## config.mk

```make
export PLATFORM = sky130hd
export DESIGN_NAME = protobuf_varint_field_extractor_unit_flat
export DESIGN_NICKNAME = d
export VERILOG_FILES = /design/src/pvfe_pkg.sv /design/src/pvfe_byte_if.sv /design/src/pvfe_status_if.sv /design/src/pvfe_cfg_if.sv /design/src/pvfe_step.sv /design/src/protobuf_varint_field_extractor_unit.sv /design/src/flat_wrapper.sv
export SDC_FILE = /design/constraint.sdc
export NUM_CORES = 1
export LEC_CHECK = 0
export BUFFER_PORTS_ARGS = -buffer_cell sky130_fd_sc_hd__buf_2
export CORE_MARGIN = 4
export CORE_UTILIZATION = 43
export DETAILED_ROUTE_END_ITERATION = 10
export GPL_ROUTABILITY_DRIVEN = 0
export PLACE_DENSITY = 0.66
export SETUP_SLACK_MARGIN = 0.1
export SLEW_MARGIN = 25
export SYNTH_ARGS = -nofsm -noshare
export SYNTH_HDL_FRONTEND = slang
export SYNTH_SLANG_ARGS = --single-unit
```

## constraint.sdc

```tcl
create_clock -name clk -period 9.31 [get_ports clk]
set_input_delay 2.793 -clock clk [delete_from_list [all_inputs] [get_ports clk]]
set_output_delay 2.793 -clock clk [all_outputs]
set_load 0.05 [all_outputs]
```

## src/pvfe_pkg.sv

```systemverilog
// ----------------------------------------------------------------------------
// pvfe_pkg
// Shared types and constants of the varint field extractor.
// ----------------------------------------------------------------------------
package pvfe_pkg;

    localparam int BYTE_W   = 8;
    localparam int VALUE_W  = 32;
    localparam int FIELD_W  = 29;
    localparam int STATUS_W = 2;
    localparam int SHIFT_W  = 3;

    // last varint byte index (five bytes max)
    localparam logic [SHIFT_W-1:0] VARINT_LAST_IDX = 3'd4;

    localparam logic [FIELD_W-1:0] TARGET_RESET = 29'd1;

    // wire types
    localparam logic [2:0] WT_VARINT = 3'd0;
    localparam logic [2:0] WT_FIX64  = 3'd1;
    localparam logic [2:0] WT_LEN    = 3'd2;
    localparam logic [2:0] WT_FIX32  = 3'd5;

    localparam logic [VALUE_W-1:0] SKIP_FIX64 = 32'd8;
    localparam logic [VALUE_W-1:0] SKIP_FIX32 = 32'd4;

    typedef enum logic [2:0] {
        PH_KEY   = 3'd0,
        PH_VALUE = 3'd1,
        PH_SKIPV = 3'd2,
        PH_SKIPF = 3'd3,
        PH_LEN   = 3'd4,
        PH_SKIPL = 3'd5
    } phase_t;

    typedef enum logic [STATUS_W-1:0] {
        ST_FOUND   = 2'd0,
        ST_ABSENT  = 2'd1,
        ST_BADWIRE = 2'd2,
        ST_TRUNC   = 2'd3
    } status_t;

    typedef struct packed {
        phase_t               phase;
        logic [VALUE_W-1:0]   accum;
        logic [SHIFT_W-1:0]   shift_count;
        logic [VALUE_W-1:0]   skip_left;
        logic                 decided;
    } parse_state_t;

    typedef struct packed {
        logic               valid;
        status_t            status;
        logic [VALUE_W-1:0] value;
    } step_res_t;

    localparam parse_state_t PARSE_CLEAR = '{
        phase:       PH_KEY,
        accum:       '0,
        shift_count: '0,
        skip_left:   '0,
        decided:     1'b0
    };

endpackage

```

## src/pvfe_byte_if.sv

```systemverilog
// ----------------------------------------------------------------------------
// pvfe_byte_if
// Message byte channel: one byte per request, last flags the final byte.
// ----------------------------------------------------------------------------
interface pvfe_byte_if;
    import pvfe_pkg::*;

    logic              valid;
    logic              ready;
    logic [BYTE_W-1:0] byte_in;
    logic              last;

    modport source (output valid, output byte_in, output last, input ready);
    modport sink   (input valid, input byte_in, input last, output ready);

endinterface

```

## src/pvfe_status_if.sv

```systemverilog
// ----------------------------------------------------------------------------
// pvfe_status_if
// Result channel: one status request per message.
// ----------------------------------------------------------------------------
interface pvfe_status_if;
    import pvfe_pkg::*;

    logic                valid;
    logic                ready;
    logic [STATUS_W-1:0] status;
    logic [VALUE_W-1:0]  value;

    modport source (output valid, output status, output value, input ready);
    modport sink   (input valid, input status, input value, output ready);

endinterface

```

## src/pvfe_cfg_if.sv

```systemverilog
// ----------------------------------------------------------------------------
// pvfe_cfg_if
// Configuration write channel for the target field number.
// ----------------------------------------------------------------------------
interface pvfe_cfg_if;
    import pvfe_pkg::*;

    logic               valid;
    logic               ready;
    logic [FIELD_W-1:0] target_field;

    modport source (output valid, output target_field, input ready);
    modport sink   (input valid, input target_field, output ready);

endinterface

```

## src/pvfe_step.sv

```systemverilog
// ----------------------------------------------------------------------------
// pvfe_step
// One parser step: consumes one byte, returns next state and any result.
// ----------------------------------------------------------------------------
module pvfe_step (
    input  pvfe_pkg::parse_state_t             cur,
    input  logic [pvfe_pkg::BYTE_W-1:0]        byte_in,
    input  logic                               last,
    input  logic [pvfe_pkg::FIELD_W-1:0]       target_field,
    output pvfe_pkg::parse_state_t             nxt,
    output pvfe_pkg::step_res_t                res
);
    import pvfe_pkg::*;

    logic [VALUE_W-1:0] part;
    logic [VALUE_W-1:0] vacc;
    logic               vdone;
    logic               vover;
    logic [VALUE_W-1:0] skip_dec;
    logic [2:0]         key_wt;

    // 7-bit group placed by byte index; fifth byte keeps only 4 bits
    always_comb
    begin
        case (cur.shift_count)
            3'd0:    part = {25'b0, byte_in[6:0]};
            3'd1:    part = {18'b0, byte_in[6:0], 7'b0};
            3'd2:    part = {11'b0, byte_in[6:0], 14'b0};
            3'd3:    part = {4'b0, byte_in[6:0], 21'b0};
            default: part = {byte_in[3:0], 28'b0};
        endcase
    end

    assign vacc      = cur.accum | part;
    assign vdone     = ~byte_in[7];
    assign vover     = byte_in[7] && (cur.shift_count >= VARINT_LAST_IDX);
    assign key_wt    = vacc[2:0];
    assign skip_dec  = (cur.skip_left != '0) ? (cur.skip_left - 32'd1) : cur.skip_left;

    always_comb
    begin
        nxt = cur;
        res = '{valid: 1'b0, status: ST_FOUND, value: '0};

        if (!cur.decided)
        begin
            case (cur.phase)
                PH_KEY, PH_VALUE, PH_SKIPV, PH_LEN:
                begin
                    nxt.accum = vacc;
                    if (!vdone && !vover)
                        nxt.shift_count = cur.shift_count + 3'd1;

                    if (vover)
                    begin
                        res.valid  = 1'b1;
                        res.status = ST_TRUNC;
                    end
                    else if (vdone)
                    begin
                        case (cur.phase)
                            PH_KEY:
                            begin
                                nxt.accum       = '0;
                                nxt.shift_count = '0;
                                if (key_wt == WT_VARINT && vacc[31:3] == target_field)
                                    nxt.phase = PH_VALUE;
                                else if (key_wt == WT_VARINT)
                                    nxt.phase = PH_SKIPV;
                                else if (key_wt == WT_FIX64)
                                begin
                                    // key accum kept until skip ends, as a plain copy
                                    nxt.accum       = vacc;
                                    nxt.shift_count = cur.shift_count;
                                    nxt.phase       = PH_SKIPF;
                                    nxt.skip_left   = SKIP_FIX64;
                                end
                                else if (key_wt == WT_FIX32)
                                begin
                                    nxt.accum       = vacc;
                                    nxt.shift_count = cur.shift_count;
                                    nxt.phase       = PH_SKIPF;
                                    nxt.skip_left   = SKIP_FIX32;
                                end
                                else if (key_wt == WT_LEN)
                                    nxt.phase = PH_LEN;
                                else
                                begin
                                    nxt.accum       = vacc;
                                    nxt.shift_count = cur.shift_count;
                                    res.valid       = 1'b1;
                                    res.status      = ST_BADWIRE;
                                end
                            end
                            PH_VALUE:
                            begin
                                res.valid  = 1'b1;
                                res.status = ST_FOUND;
                                res.value  = vacc;
                            end
                            PH_SKIPV:
                            begin
                                nxt.phase       = PH_KEY;
                                nxt.accum       = '0;
                                nxt.shift_count = '0;
                            end
                            default: // length prefix done
                            begin
                                nxt.skip_left = vacc;
                                if (vacc == '0)
                                begin
                                    nxt.phase       = PH_KEY;
                                    nxt.accum       = '0;
                                    nxt.shift_count = '0;
                                end
                                else
                                    nxt.phase = PH_SKIPL;
                            end
                        endcase
                    end
                end
                default: // fixed or length-delimited skip
                begin
                    nxt.skip_left = skip_dec;
                    if (skip_dec == '0)
                    begin
                        nxt.phase       = PH_KEY;
                        nxt.accum       = '0;
                        nxt.shift_count = '0;
                    end
                end
            endcase

            if (!res.valid && last)
            begin
                res.valid = 1'b1;
                if (nxt.phase == PH_KEY && nxt.shift_count == '0 && nxt.accum == '0)
                    res.status = ST_ABSENT;
                else
                    res.status = ST_TRUNC;
            end

            if (res.valid)
                nxt.decided = 1'b1;
        end

        if (last)
            nxt = PARSE_CLEAR;
    end

endmodule

```

## src/protobuf_varint_field_extractor_unit.sv

```systemverilog
// ----------------------------------------------------------------------------
// protobuf_varint_field_extractor_unit
// Streams a protobuf message and extracts one varint field by number.
// ----------------------------------------------------------------------------
// Usage:
//   msg    - byte requests; last marks the final byte of a message.
//   result - one request per message: status (found, absent, bad wire type,
//            truncated/overlong) and value (the field value when found).
//   cfg    - writes target_field; write only while the block is idle.
// Timing:
//   A byte is parsed during the cycle it sits in the input register; its
//   result, if any, then passes into the output register once that is free.
//   One byte per cycle unless a result stalls: the parser step is one
//   pass of shift/mask/compare logic plus a 32-bit skip counter decrement.
// Stalls:
//   A byte without a result proceeds even if result is stalled; a byte that
//   produces a result waits in the input register until the output register
//   frees, and msg.ready drops then.
// Reset:
//   Parser returns to key state, target_field goes to 1, both registers empty.
// After a decision further bytes are dropped until last, which resets the
// parser for the next message.
// ----------------------------------------------------------------------------
module protobuf_varint_field_extractor_unit (
    input  logic               clk,
    input  logic               rst_n,
    pvfe_byte_if.sink          msg,
    pvfe_status_if.source      result,
    pvfe_cfg_if.sink           cfg
);
    import pvfe_pkg::*;

    // input stage
    logic                msg_valid_reg;
    logic [BYTE_W-1:0]   msg_byte_reg;
    logic                msg_last_reg;

    // parser state and config
    parse_state_t        state_reg;
    parse_state_t        state_next;
    logic [FIELD_W-1:0]  target_reg;

    // output stage
    logic                res_valid_reg;
    logic [STATUS_W-1:0] res_status_reg;
    logic [VALUE_W-1:0]  res_value_reg;

    step_res_t           step_res;
    logic                out_free;
    logic                step_go;

    pvfe_step u_step (
        .cur          (state_reg),
        .byte_in      (msg_byte_reg),
        .last         (msg_last_reg),
        .target_field (target_reg),
        .nxt          (state_next),
        .res          (step_res)
    );

    // output register drains this cycle or is empty
    assign out_free = !res_valid_reg || result.ready;
    // a byte with no result never waits on the output side
    assign step_go  = msg_valid_reg && (!step_res.valid || out_free);

    assign msg.ready     = !msg_valid_reg || step_go;
    assign cfg.ready     = 1'b1;
    assign result.valid  = res_valid_reg;
    assign result.status = res_status_reg;
    assign result.value  = res_value_reg;

    // input register
    always_ff @(posedge clk or negedge rst_n)
    begin
        if (!rst_n)
            msg_valid_reg <= 1'b0;
        else if (msg.ready)
            msg_valid_reg <= msg.valid;
    end

    always_ff @(posedge clk)
    begin
        if (msg.valid && msg.ready)
        begin
            msg_byte_reg <= msg.byte_in;
            msg_last_reg <= msg.last;
        end
    end

    // parser state and target register
    always_ff @(posedge clk or negedge rst_n)
    begin
        if (!rst_n)
        begin
            state_reg  <= PARSE_CLEAR;
            target_reg <= TARGET_RESET;
        end
        else
        begin
            if (step_go)
                state_reg <= state_next;
            if (cfg.valid && cfg.ready)
                target_reg <= cfg.target_field;
        end
    end

    // output register
    always_ff @(posedge clk or negedge rst_n)
    begin
        if (!rst_n)
            res_valid_reg <= 1'b0;
        else if (step_go && step_res.valid)
            res_valid_reg <= 1'b1;
        else if (result.ready)
            res_valid_reg <= 1'b0;
    end

    always_ff @(posedge clk)
    begin
        if (step_go && step_res.valid)
        begin
            res_status_reg <= step_res.status;
            res_value_reg  <= step_res.value;
        end
    end

    // ---------------------------------------------------------------- checks

    // varint byte index never passes the fifth byte
    assert property (@(posedge clk) disable iff (!rst_n)
        state_reg.shift_count <= VARINT_LAST_IDX)
        else $error("varint byte index out of range");

    // a result inside a message freezes the parser until last
    assert property (@(posedge clk) disable iff (!rst_n)
        step_go && step_res.valid && !msg_last_reg |=> state_reg.decided)
        else $error("decision not recorded");

    // the final byte always returns the parser to a clean key state
    assert property (@(posedge clk) disable iff (!rst_n)
        step_go && msg_last_reg |=>
            !state_reg.decided && state_reg.phase == PH_KEY &&
            state_reg.shift_count == '0 && state_reg.accum == '0)
        else $error("parser not cleared at message end");

    // value is zero unless the field was found
    assert property (@(posedge clk) disable iff (!rst_n)
        res_valid_reg && res_status_reg != ST_FOUND |-> res_value_reg == '0)
        else $error("nonzero value on non-found status");

endmodule

```

## src/flat_wrapper.sv

```systemverilog
// flat-port wrapper written by rule: the top's interface ports become plain ports
module protobuf_varint_field_extractor_unit_flat import pvfe_pkg::*;
  (clk, rst_n, msg_valid, msg_byte_in, msg_last, msg_ready, result_valid, result_status, result_value, result_ready, cfg_valid, cfg_target_field, cfg_ready);
  pvfe_byte_if msg_i ();
  pvfe_status_if result_i ();
  pvfe_cfg_if cfg_i ();
  input  logic clk;
  input  logic rst_n;
  input wire logic [$bits(msg_i.valid)-1:0] msg_valid;
  input wire logic [$bits(msg_i.byte_in)-1:0] msg_byte_in;
  input wire logic [$bits(msg_i.last)-1:0] msg_last;
  output wire logic [$bits(msg_i.ready)-1:0] msg_ready;
  output wire logic [$bits(result_i.valid)-1:0] result_valid;
  output wire logic [$bits(result_i.status)-1:0] result_status;
  output wire logic [$bits(result_i.value)-1:0] result_value;
  input wire logic [$bits(result_i.ready)-1:0] result_ready;
  input wire logic [$bits(cfg_i.valid)-1:0] cfg_valid;
  input wire logic [$bits(cfg_i.target_field)-1:0] cfg_target_field;
  output wire logic [$bits(cfg_i.ready)-1:0] cfg_ready;
  assign msg_i.valid = msg_valid;
  assign msg_i.byte_in = msg_byte_in;
  assign msg_i.last = msg_last;
  assign msg_ready = msg_i.ready;
  assign result_valid = result_i.valid;
  assign result_status = result_i.status;
  assign result_value = result_i.value;
  assign result_i.ready = result_ready;
  assign cfg_i.valid = cfg_valid;
  assign cfg_i.target_field = cfg_target_field;
  assign cfg_ready = cfg_i.ready;
  protobuf_varint_field_extractor_unit u_core (.clk(clk), .rst_n(rst_n), .msg(msg_i), .result(result_i), .cfg(cfg_i));
endmodule
```

======== Yosys cells after proc, flatten, opt, wreduce, memory -nomap -nowiden ========
Cells that the tools add are included.
word-level totals
  register bits ........................... 145
  word-level logic and storage cells ...... 106
  input port bits ......................... 43
  output and inout bits ................... 37
cells by class
  bitwise operators ....................... 1
  equal/unequal tests ..................... 17
  magnitude comparators ................... 1
  muxes and demuxes ....................... 42
  $add $sub $neg .......................... 2
  reduce and logical (&&, ||, !) cells .... 31
operators by type and width
  operator                                                                  number
  70-bit two-way mux                                                        5
  35-bit two-way mux                                                        6
  71-bit two-way mux                                                        2
  67-bit two-way mux                                                        2
  32-bit two-way mux                                                        4
  32-bit case mux with 4 select lines                                       1
  38-bit case mux with 3 select lines                                       1
  32-bit logical NOT                                                        3
  38-bit two-way mux                                                        2
  32-bit case mux with 2 select lines                                       1
  3-bit two-way mux                                                         13
  32-bit bitwise OR                                                         1
  32-bit nonzero test                                                       1
  32-bit by 1-bit subtractor with 32-bit output (second input constant)     1
  29-bit equality test                                                      1
  3-bit logical NOT                                                         5
  3-bit by 2-bit equality test with 1-bit output (second input constant)    4
  3-bit by 1-bit equality test with 1-bit output (second input constant)    3
  1-bit logical AND                                                         9
  4-bit by 3-bit inequality test with 1-bit output (second input constant)  2
  8-bit AND reduction                                                       1
  3-bit equality test (second input constant)                               2
  3-bit by 2-bit inequality test with 1-bit output (second input constant)  2
  3-bit case mux with 2 select lines                                        1
  other kinds (13)                                                          21

======== Longest topological paths before layout ========
  depth after elaboration ................. 26
  depth in mapped cells ................... 13
  depth with buffers taken out ............ 10

======== Cells and area by module ========
Synthesis repeated with hierarchy kept, for this count alone.
second synthesis, totals
  cell total of the unflattened synthesis .. 1255
  area total of the unflattened synthesis .. 10955.5 um2
modules (own cells, without submodules)
  module                                sequential area each (um2)  instances  cells each  area an instance (um2)
  protobuf_varint_field_extractor_unit  3844.9                      1          520         6796.5
  pvfe_step                             0.0                         1          735         4159.0

======== Worst setup path after synthesis ========
Ideal clock, no wire load.
  path type ............................... input-to-output
  start point ............................. input result_ready
  end point ............................... output msg_ready
  required time ........................... 6.517 ns
  setup slack ............................. 3.197 ns
  cell stages on the path ................. 3
  arrival time ............................ 3.320 ns
  buffers on the path ..................... 0
  cell sequence ........................... nor2b_1 > and3_1 > inv_1
between the ends
  word-level cells in the longest chain between the ends .. 4
RTL lines
  what               line                                        source
  from (decl)        flat_wrapper.sv:16                          input wire logic [$bits(result_i.ready)-1:0] result_ready;
  1-bit logical OR   protobuf_varint_field_extractor_unit.sv:62  assign out_free = !res_valid_reg || result.ready;
  1-bit logical OR   protobuf_varint_field_extractor_unit.sv:64  assign step_go = msg_valid_reg && (!step_res.valid || out_free);
  1-bit logical AND  protobuf_varint_field_extractor_unit.sv:64
  1-bit logical OR   protobuf_varint_field_extractor_unit.sv:66  assign msg.ready = !msg_valid_reg || step_go;
  to (decl)          flat_wrapper.sv:12                          output wire logic [$bits(msg_i.ready)-1:0] msg_ready;
Every way passes these cells.

======== Worst setup path after layout ========
Ends and elaborated chain as after synthesis.

==> results_dict.tcl <==
set metrics [dict create \
    via_per_inst 6.263 \
    synth.largest_area_cell "dfrtp_1" \
    synth_ff_type "dfrtp_1" \
    cp_common_cell "buf_2" \
    crit_path_max_incr_delay_ns 0.21 \
    syn2layout_area_growth_pct 12.75 \
    post-route-util 0.4977 \
    grt_max_degree 71 \
    slew_violations 0 \
    fp.dieH_um 150.3 \
    path_class "in -> out" \
    path_buf_inv 3 \
    arrival_ns 3.51 \
    dp_cells 1257 \
    hold_class "reg -> reg" \
    fin_skew_ns 0.009877 \
    leakage_uw 0.003992 \
    grt_pass1_wl_mm 42.37 \
    cts_setup_buffers 0 \
    syn_nets 1018 \
    die_w_um 150.3 \
    cts_inserted_buffers 17 \
    fmax_mhz 158.7 \
    drive_gt1_frac 0.1719 \
    critPathMaxFanout 3 \
    vdd_ir_drop_max_mv 0.2094 \
    drt_iter0_drc 1069 \
    clkSinkCount 145 \
    coreArea_mm2 0.01972 \
    rows 51 \
    dieArea_mm2 0.02258 \
    cts_root_buffer "clkbuf_16" \
    start_util 0.4415 \
    p_per_area_mw_per_mm2 333.6 \
    hold_viol 0 \
    crit_cells 5 \
    cp_top_family "simple AND/OR/NAND/NOR gates" \
    wirelength_mm 26.60 \
    wl_per_cell_um 20.63 \
    io_buffers 78 \
    crit_path_end_kind "output port" \
    slew_headroom 0.3085 \
    vias 8073 \
    setup_violations 0 \
    slowest_stage "and3_1" \
    dp_hpwl_mm 18.68 \
    antenna_found_initial 0 \
    cp.required_ns 6.52 \
    synth_most_common_cell "nor2_1" \
    final.min_clock_period_ns 6.301 \
    synth_cell_type_count 69 \
    grt-ovfl-total 0 \
    tightest_slew_ns 1.030 \
    yosysWarnings 0 \
    cts_hold_buffers 0 \
    cts.reportedPaths.clkPinSlew_ns 0.06 \
    cts-resized-gates 0 \
    netlist_top_cells_count "nor2_1, dfrtp_1, a21oi_1" \
    drcViolationCount 0 \
    clk-insertion-delay-late_ns 0.43 \
    syn_inst 969 \
    largest_reg_flops 71 \
    ys_seq_area_frac 0.4417 \
    synth_edf_count 43 \
    rr_worst_depth 10 \
    first_global_vias 7706 \
    diodes 0 \
    ios 80 \
    startpoint_type "primary input" \
    first_pass_iters 6 \
    path_cells "buf_2 -> nor2b_1 -> and3_1 -> inv_1 -> buf_2" \
    final-instance-count-excl-fill 1289 \
    synth_area_leaders "dfrtp_1, edfxtp_1, nor2_1, mux2_2, a21oi_1" \
    fin_crit_sh 0.6768 \
    hold_depth 1 \
    clockBufferDepth 2 \
    cts_tree "built" \
    cap_violations 0 \
    ant_nets 0 \
    fin_nets 1060 \
    async_flop_share 0.7034 \
    syn_area_per_cell_um2 8.983 \
    syn_area_mm2 0.008705 \
    rsz0062_at_grt "false" \
    grt_util_all_layers 0.2397 \
    synth-seq-cells 145 \
    yosys.area.top_type_share 0.2904 \
    cts_htree_levels 4 \
    status "finished, final reports clean" \
    setup_tns_ns 0 \
]
-- report_power, final --
| part | switching (uW) | internal [uW] | total [uW] |
|---|---|---|---|
| clock network | 281 | 400 | 681 |
| logic | 1160 | 525 | 1690 |
| registers | 120 | 786 | 906 |
-- worst register-to-register path, stage by stage (launching register included) --
cell and delay, ns:
dfrtp_1 0.41, inv_1 0.14, ha_1 0.28, or4b_4 0.52, or4_1 0.82, nor4_4 0.88, nor3b_1 0.14, nor4_1 0.55
nand4_1 0.28, nor4_1 0.65, o221ai_1 0.28
-- placed cells by master, fill, tap and decap left out, types with 6 or more instances in the layout --
master and count:
or2_2 15, or4_1 10, nor2b_1 8, o32ai_1 33
a21oi_1 65, xor2_1 15, nand3_1 11, dfrtp_1 101
nand4_1 12, o221ai_1 11, o21ai_0 64, inv_1 51
o211ai_1 9, nor2_1 141, nor4_1 28, nand2_1 57
ha_1 6, nor3_1 29, a31oi_1 13, and3b_1 12
or3_1 7, buf_4 12, edfxtp_1 43, clkbuf_16 18
a211oi_1 6, o31ai_1 12, nand2b_1 6, buf_2 77
and2_1 8, mux2_2 33, o2111ai_1 10
-- area by class of cell --
cell class | instances | area [um^2]
fill | 1871 | 9903
multi-input combinational | 707 | 4387
sequential | 145 | 3845
clock buffer | 22 | 485.5
timing repair buffer | 89 | 475.5
tap | 265 | 331.6
inverter | 51 | 191.4
clock inverter | 10 | 98.84
-- cell families (layout without fill, tap and decap cells) --
logic type / after synthesis / after routing / synth area share
AOI/OAI and AO/OA: 275 / 275 / 0.2109
xor gates and xnor gates: 20 / 20 / 0.02012
adders and majority gates: 7 / 7 / 0.009774
buffers and inverters: 117 / 172 / 0.05534
DFF: 145 / 145 / 0.4417
muxes: 35 / 35 / 0.04499
other: 1 / 1 / 0.0004308
and+or+nand+nor: 369 / 369 / 0.2168
-- routing by layer --
layer / track usage / routed length (um) / up-vias
li1: - / - / 3684
met1: 0.3486 / 11570 / 3878
met2: 0.3499 / 11620 / 458
met3: 0.04244 / 2439 / 53
met4: 0.1061 / 958 / 0
met5: 0 / 0 / -
-- path summary, 6_finish.rpt --
check,from,endpoint,slack (ns)
min in group asynchronous,rst_n,u_core.target_reg[22],2.29
min,u_core.state_reg[2],u_core.state_reg[2],0.52
min reg2reg,u_core.state_reg[2],u_core.state_reg[2],0.52
max reg2reg,u_core.state_reg[1],u_core.state_reg[69],4.18
max,result_ready,msg_ready,3.01
max in group asynchronous,rst_n,u_core.state_reg[18],5.75
-- metrics by stage --
| stage | total power [uW] | setup WS (ns) | hold slack [ns] | cell area, um^2 |
|---|---|---|---|---|
| floorplan | 2172 | 3.197 | 0.4833 | 8705 |
| global route | 3456 | 2.929 | 0.5382 | 9814 |
| CTS | 3236 | 3.006 | 0.5225 | 9814 |
| global placement | 2546 | 3.078 | 0.5108 | 9230 |
| finish | 3274 | 3.009 | 0.5245 | 9814 |
| detailed placement | 2549 | 3.013 | 0.5084 | 9230 |
No activity file was read; power rests on OpenSTA's default activity.
